--- src/rtl/stbs_pkg.sv ---
// ----------------------------------------------------------------------------
// stbs_pkg
// Shared types and constants of the sorted table binary search block.
// ----------------------------------------------------------------------------
package stbs_pkg;

  localparam int unsigned DEPTH    = 1024;
  localparam int unsigned VALUE_W  = 32;
  localparam int unsigned ADDR_W   = $clog2(DEPTH);
  localparam int unsigned CNT_W    = ADDR_W + 1;
  localparam int unsigned QDEPTH   = 2;
  localparam int unsigned QPTR_W   = $clog2(QDEPTH);
  localparam int unsigned QCNT_W   = QPTR_W + 1;
  localparam int unsigned PADDR_W  = 3;
  localparam int unsigned PDATA_W  = 32;

  localparam logic [PADDR_W-1:0] REG_ENTRY_COUNT = 3'd0;

  typedef logic signed [VALUE_W-1:0] value_t;
  typedef logic [ADDR_W-1:0]         addr_t;
  typedef logic [CNT_W-1:0]          cnt_t;

  typedef enum logic {
    OP_WRITE  = 1'b0,
    OP_SEARCH = 1'b1
  } op_t;

  typedef struct packed {
    op_t    op;
    addr_t  idx;
    value_t value;
  } item_t;

  typedef enum logic [1:0] {
    ST_IDLE,
    ST_PROBE,
    ST_CMP,
    ST_DONE
  } state_t;

endpackage

--- src/rtl/stbs_in_if.sv ---
// ----------------------------------------------------------------------------
// stbs_in_if
// Request channel: table writes and key searches.
// ----------------------------------------------------------------------------
interface stbs_in_if;
  logic                          valid;
  logic                          ready;
  logic                          operation;
  logic [stbs_pkg::ADDR_W-1:0]   entry_index;
  logic signed [stbs_pkg::VALUE_W-1:0] value;

  modport source (output valid, output operation, output entry_index, output value,
                  input ready);
  modport sink   (input valid, input operation, input entry_index, input value,
                  output ready);
endinterface

--- src/rtl/stbs_front.sv ---
// ----------------------------------------------------------------------------
// stbs_front
// Accepts request beats, tags them as write or search and queues them.
// ----------------------------------------------------------------------------
module stbs_front (
  input  logic                clk,
  input  logic                rst_n,
  stbs_in_if.sink             in_ch,
  output logic                q_valid,
  output stbs_pkg::item_t     q_item,
  input  logic                q_pop
);

  stbs_pkg::item_t                  slot_r [stbs_pkg::QDEPTH];
  logic [stbs_pkg::QPTR_W-1:0]      wr_ptr_r, wr_ptr_nxt;
  logic [stbs_pkg::QPTR_W-1:0]      rd_ptr_r, rd_ptr_nxt;
  logic [stbs_pkg::QCNT_W-1:0]      count_r, count_nxt;
  logic                             push;
  logic                             pop;
  stbs_pkg::item_t                  in_item;

  function automatic logic [stbs_pkg::QCNT_W-1:0] QCNT_W_ONE(input logic b);
    QCNT_W_ONE = {{(stbs_pkg::QCNT_W-1){1'b0}}, b};
  endfunction

  assign in_ch.ready = (count_r != stbs_pkg::QCNT_W'(stbs_pkg::QDEPTH));
  assign push        = in_ch.valid && in_ch.ready;
  assign pop         = q_pop && q_valid;

  always_comb begin
    in_item.op    = in_ch.operation ? stbs_pkg::OP_SEARCH : stbs_pkg::OP_WRITE;
    in_item.idx   = in_ch.entry_index;
    in_item.value = in_ch.value;
  end

  always_comb begin
    wr_ptr_nxt = push ? wr_ptr_r + 1'b1 : wr_ptr_r;
    rd_ptr_nxt = pop  ? rd_ptr_r + 1'b1 : rd_ptr_r;
    count_nxt  = count_r + QCNT_W_ONE(push) - QCNT_W_ONE(pop);
  end

  always_ff @(posedge clk) begin
    if (!rst_n) begin
      wr_ptr_r <= '0;
      rd_ptr_r <= '0;
      count_r  <= '0;
    end else begin
      wr_ptr_r <= wr_ptr_nxt;
      rd_ptr_r <= rd_ptr_nxt;
      count_r  <= count_nxt;
    end
  end

  always_ff @(posedge clk) begin
    if (push) begin
      slot_r[wr_ptr_r] <= in_item;
    end
  end

  assign q_valid = (count_r != '0);
  assign q_item  = slot_r[rd_ptr_r];

endmodule

--- src/flat_wrapper.sv ---
// flat-port wrapper written by rule: the top's interface ports become plain ports
module stbs_front_flat 
  (clk, rst_n, q_valid, q_item, q_pop, in_ch_valid, in_ch_operation, in_ch_entry_index, in_ch_value, in_ch_ready);
  stbs_in_if in_ch_i ();
  input  logic clk;
  input  logic rst_n;
  output logic q_valid;
  output stbs_pkg::item_t q_item;
  input  logic q_pop;
  input wire logic [$bits(in_ch_i.valid)-1:0] in_ch_valid;
  input wire logic [$bits(in_ch_i.operation)-1:0] in_ch_operation;
  input wire logic [$bits(in_ch_i.entry_index)-1:0] in_ch_entry_index;
  input wire logic [$bits(in_ch_i.value)-1:0] in_ch_value;
  output wire logic [$bits(in_ch_i.ready)-1:0] in_ch_ready;
  assign in_ch_i.valid = in_ch_valid;
  assign in_ch_i.operation = in_ch_operation;
  assign in_ch_i.entry_index = in_ch_entry_index;
  assign in_ch_i.value = in_ch_value;
  assign in_ch_ready = in_ch_i.ready;
  stbs_front u_core (.clk(clk), .rst_n(rst_n), .in_ch(in_ch_i), .q_valid(q_valid), .q_item(q_item), .q_pop(q_pop));
endmodule
--- config.mk ---
export PLATFORM = sky130hd
export DESIGN_NAME = stbs_front_flat
export DESIGN_NICKNAME = d
export VERILOG_FILES = /design/src/rtl/stbs_pkg.sv /design/src/rtl/stbs_in_if.sv /design/src/rtl/stbs_front.sv /design/src/flat_wrapper.sv
export SDC_FILE = /design/constraint.sdc
export NUM_CORES = 1
export LEC_CHECK = 0
export BUFFER_PORTS_ARGS = -buffer_cell sky130_fd_sc_hd__buf_2
export CAP_MARGIN = 15
export CORE_MARGIN = 5
export CORE_UTILIZATION = 30
export DETAILED_ROUTE_END_ITERATION = 8
export GPL_TIMING_DRIVEN = 0
export PLACE_DENSITY_LB_ADDON = 0.2
export SETUP_SLACK_MARGIN = 0.05
export SKIP_LAST_GASP = 1
export SYNTH_ARGS = -nofsm -noshare
export SYNTH_HDL_FRONTEND = slang
export SYNTH_SLANG_ARGS = --single-unit
--- constraint.sdc ---
create_clock -name clk -period 4.2 [get_ports clk]
set_input_delay 0.21 -clock clk [delete_from_list [all_inputs] [get_ports clk]]
set_output_delay 0.21 -clock clk [all_outputs]
set_load 0.03 [all_outputs]
Word level (Yosys, flattened, before mapping)

Memory sizes are Yosys's and may differ from the RTL's. A register that Yosys moved wholly into a read port is not among the register bits.
Index checks and enable logic that the tools add are counted.

Multiplexer cells: 5
Add/subtract/negate cells: 4
Equality and inequality tests: 1
Reductions and logical operators: 3

Operator list:

| kind                                         | number |
|---|---|
| 1-bit 2-to-1 mux                             | 5 |
| 1-bit adder, second input constant           | 2 |
| 2-bit by 1-bit adder with 2-bit output       | 1 |
| 1-bit logical AND                            | 2 |
| 2-bit inequality test, second input constant | 1 |
| 2-bit nonzero test                           | 1 |
| 2-bit by 1-bit subtractor with 2-bit output  | 1 |

RAM bits: 86
Flip-flop bits (word level): 4
Output and inout port bits: 45
Memories kept: 1
Input port bits: 47

Memories:

| name          | depth | bits a word | read ports | clocked after memory_dff | wr ports | line             | RTL |
|---|---|---|---|---|---|---|---|
| u_core.slot_r | 2     | 43          | 1          | 1                        | 1        | stbs_front.sv:14 | `stbs_pkg::item_t slot_r [stbs_pkg::QDEPTH];` |

Logic depth before layout (Yosys ltp)

Depth after elaboration: 4
Mapped depth: 7
Gate-level depth less buffers: 7

Worst setup path after synthesis

Ideal clock, no wire load.

Path type: register to register
From: register u_core.count_r[0] in the netlist's numbering
To: memory u_core.slot_r[0][0] in the netlist's numbering (enable)
Path buffers: 0
Stages on the path, launching flop included: 4
Slack: 1048 ps
Setup time: 449 ps
Data arrival time: 2703 ps
Required time: 3751 ps
Path through: dfxtp_1 -> nand2b_2 -> and2_4 -> nor2b_1

Word-level cells in the longest chain between the ends: 4

RTL lines:

| what                                   | line               | RTL |
|---|---|---|
| start: declaration                     | stbs_front.sv:17   | `logic [stbs_pkg::QCNT_W-1:0] count_r, count_nxt;` |
| start signal: assignment               | stbs_front.sv:50   | `count_r <= count_nxt;` |
| 2-bit inequality test                  | stbs_front.sv:26   | `assign in_ch.ready = (count_r != stbs_pkg::QCNT_W'(stbs_pkg::QDEPTH));` |
| named net in_ch_ready                  | flat_wrapper.sv:14 | `output wire logic [$bits(in_ch_i.ready)-1:0] in_ch_ready;` |
| 1-bit logical AND                      | stbs_front.sv:27   | `assign push = in_ch.valid && in_ch.ready;` |
| named net u_core.push                  | stbs_front.sv:18   | `logic push;` |
| 1-bit 2-to-1 mux                       | stbs_front.sv:55   | `if (push) begin` |
| 1-bit 2-to-1 mux (implied by the code) | stbs_front.sv:56   | `slot_r[wr_ptr_r] <= in_item;` |
| end: declaration                       | stbs_front.sv:14   |  |

The timed path passes the listed nets, and every way through them passes these cells.

Worst setup path after layout

From: register u_core.count_r[0] in the netlist's numbering
To: memory u_core.slot_r[0][3] in the netlist's numbering (enable)

Word-level cells in the longest chain between the ends: 4

RTL lines:

| what                                   | line |
|---|---|
| 2-bit inequality test                  | stbs_front.sv:26 |
| 1-bit logical AND                      | stbs_front.sv:27 |
| named net u_core.push                  | stbs_front.sv:18 |
| 1-bit 2-to-1 mux                       | stbs_front.sv:55 |
| 1-bit 2-to-1 mux (implied by the code) | stbs_front.sv:56 |

The timed path passes the listed nets, and every way through them passes these cells.

==> impl_metrics.json <==
{
  "status": "finished clean",
  "layoutNonFillerInstCount": 411,
  "antenna_left": 0,
  "cp.arrival_ps": 1840,
  "antenna_found_initial": 0,
  "core_um2": 11520,
  "clock-sinks": 91,
  "drtPass1Iterations": 4,
  "viasPerCell": 4.238,
  "max_clock_freq_ghz": 0.5525,
  "rsz0062_at_grt": "no",
  "cts_setup_buffers": 0,
  "ys_seq_elements": 91,
  "die_y_um": 118.9,
  "p_total_w": 0.002977,
  "cp-end-kind": "flop",
  "reg2reg_to": "u_core.slot_r[0][3]",
  "fillerInstances": 1080,
  "cap_violations": 0,
  "cts_tree": "yes",
  "fin_hold_ws_ps": 63.17,
  "dpl.cell_count": 395,
  "reg2regPathDepth": 4,
  "postSynthAreaPerCell_um2": 22.36,
  "gp_congestion": 0.6267,
  "worst_slew_pin_slew_ps": 624.5,
  "gr-usage-all-layers": 0.09485,
  "yosys-top-cells-area": "edfxtp_1 73%, mux2_4 17%, dfxtp_1 2.8%",
  "grt_pass1_vias": 1945,
  "synth_area_um2": 3555,
  "critPathLaunch": "u_core.count_r[0]",
  "cp-endpoint": "u_core.slot_r[0][3]",
  "clkTransAtPathRegs_ps": 60,
  "htreeDepth": 3,
  "synth_warnings": 0,
  "critPathKind": "flop to flop",
  "cts_root_buffer": "clkbuf_16",
  "final_area_um2": 4498,
  "placed_area_um2": 4238,
  "initial_core_util": 0.3087,
  "cts_resized": 0,
  "drtIter0Drc": 68,
  "yosysTopAreaCell": "edfxtp_1",
  "ios": 92,
  "die_w_um": 118.9,
  "dp_hpwl_mm": 4.484,
  "required_ps": 4230,
  "finalSetupViolations": 0,
  "synthCells": 159,
  "grt_overflow": 0,
  "drive_above_1_share": 0.5970,
  "worst_clock_skew_ps": 8.541,
  "rr_startpoint": "u_core.count_r[0]",
  "fin_crit_sh": 0.4310,
  "maxSlewViolCount": 0,
  "synth_nets": 208,
  "cts_hold_buffers": 0,
  "tns_ps": 0,
  "synth_cell_types": 19,
  "grt_first_pass_wirelength_mm": 10.24,
  "antenna_cells": 0,
  "port_buffers": 91,
  "ys_seq_area_frac": 0.7547,
  "num_rows": 39,
  "vdd_drop_max_uv": 297.8,
  "num_vias": 1742,
  "grt_max_degree": 27,
  "yosys.area.top_type_share": 0.7265,
  "leakage_nw": 1.757,
  "area_growth_pct": 26.54,
  "hold_violations": 0,
  "relSlewSlack": 0.5828,
  "reg2reg_slack_ps": 2390,
  "cts_made_buffers": 9,
  "crit_fanout": 26,
  "routed_wl_mm": 6.486,
  "powerDensity_nw_per_um2": 661.8,
  "nets": 312,
  "min_path_type": "primary input to flop",
  "cts.path.max_buffers": 2,
  "start_kind": "flop",
  "clkLatencyLatePin_ps": 330,
  "avgRoutedWirePerCell_um": 15.78,
  "dieArea_um2": 14130,
  "drc": 0,
  "post-route-min-period_ps": 1810
}
[metrics by stage]
step | utilization | setup WS (ps)
6_report | 0.3906 | 2390
5_1_grt | 0.3906 | 2262
4_1_cts | 0.3906 | 2324
3_5_place_dp | 0.3680 | 2339
3_3_place_gp | 0.3638 | -236.4
2_1_floorplan | - | 1048
[registers in the layout, summed over array words and instances, names as in the netlist, named ones only]
name,count
u_core.slot_r,86
u_core.count_r,2
u_core.rd_ptr_r,1
u_core.wr_ptr_r,1
[cell type report]
| cell class | instances | area [µm²] | area share |
|---|---|---|---|
| flip-flops and latches | 91 | 2683 | 0.5964 |
| multi-input cells | 61 | 782.0 | 0.1739 |
| repair buffers | 93 | 495.5 | 0.1102 |
| clock buffers | 9 | 225.2 | 0.05007 |
| well taps | 143 | 178.9 | 0.03978 |
| plain buffers | 5 | 91.34 | 0.02031 |
| clock inverters | 7 | 35.03 | 0.007789 |
| inverters | 2 | 7.507 | 0.001669 |
[cells in the final DEF, fill, tap and decap left out, drive strengths merged]
master	n
inv	2
o21a	1
nand2	1
edfxtp	86
buf	98
nand4b	1
or2	1
o21ai	1
and2	3
xnor2	3
mux2	43
nor2b	3
clkinv	7
dfxtp	5
and3	1
nand2b	1
ha	2
clkbuf	9
[where the power goes]
| part | switching, W | internal, W | total, W |
|---|---|---|---|
| sequential | 0.0000382 | 0.00115 | 0.00119 |
| combinational | 0.000614 | 0.000462 | 0.00108 |
| clock | 0.000317 | 0.000392 | 0.000710 |
| total | 0.000970 | 0.00201 | 0.00298 |
[worst min path at each step]
stage,from,endpoint,slack (ps),cells past startpoint
after floorplan,in_ch_value[0],u_core.slot_r[0][0],310,0
after global placement,in_ch_operation,u_core.slot_r[0][42],400,1
after detailed placement,in_ch_value[28],u_core.slot_r[0][28],400,1
after CTS,in_ch_value[4],u_core.slot_r[1][4],50,1
after global routing,in_ch_value[2],u_core.slot_r[1][2],40,1
final,in_ch_value[17],u_core.slot_r[0][17],60,1
[synthesized netlist by cell type (all sizes together)]
library cell / count
nand2b: 1
and2: 3
mux2: 43
xnor2: 3
o21a: 1
nand4b: 1
or2: 1
edfxtp: 86
inv: 2
ha: 2
o21ai: 1
nand2: 1
buf: 5
and3: 1
nor2b: 3
dfxtp: 5
[logic make-up after synthesis]
logic type / after synthesis / synth area share
muxes: 43 / 0.1785
AOI/OAI and AO/OA: 2 / 0.003871
DFF: 91 / 0.7547
and+or+nand+nor: 11 / 0.02077
xor gates and xnor gates: 3 / 0.007393
adders and majority gates: 2 / 0.007039
buffers and inverters: 7 / 0.02781
[per-layer routing]
metal / GRT usage / part of all wire / up-vias
met5: 0 / 0 / -
met4: 0.04127 / 0.018 / 0
met3: 0.03412 / 0.053 / 9
met2: 0.1478 / 0.48 / 59
met1: 0.1194 / 0.45 / 850
li1: - / - / 824
[worst max-delay path, stage by stage (launching register included)]
cell and delay [ps]:
dfxtp_1 360, nand2b_2 160, and2_4 160, nor2b_4 540, buf_12 280
No activity file was read; power rests on OpenSTA's default activity.
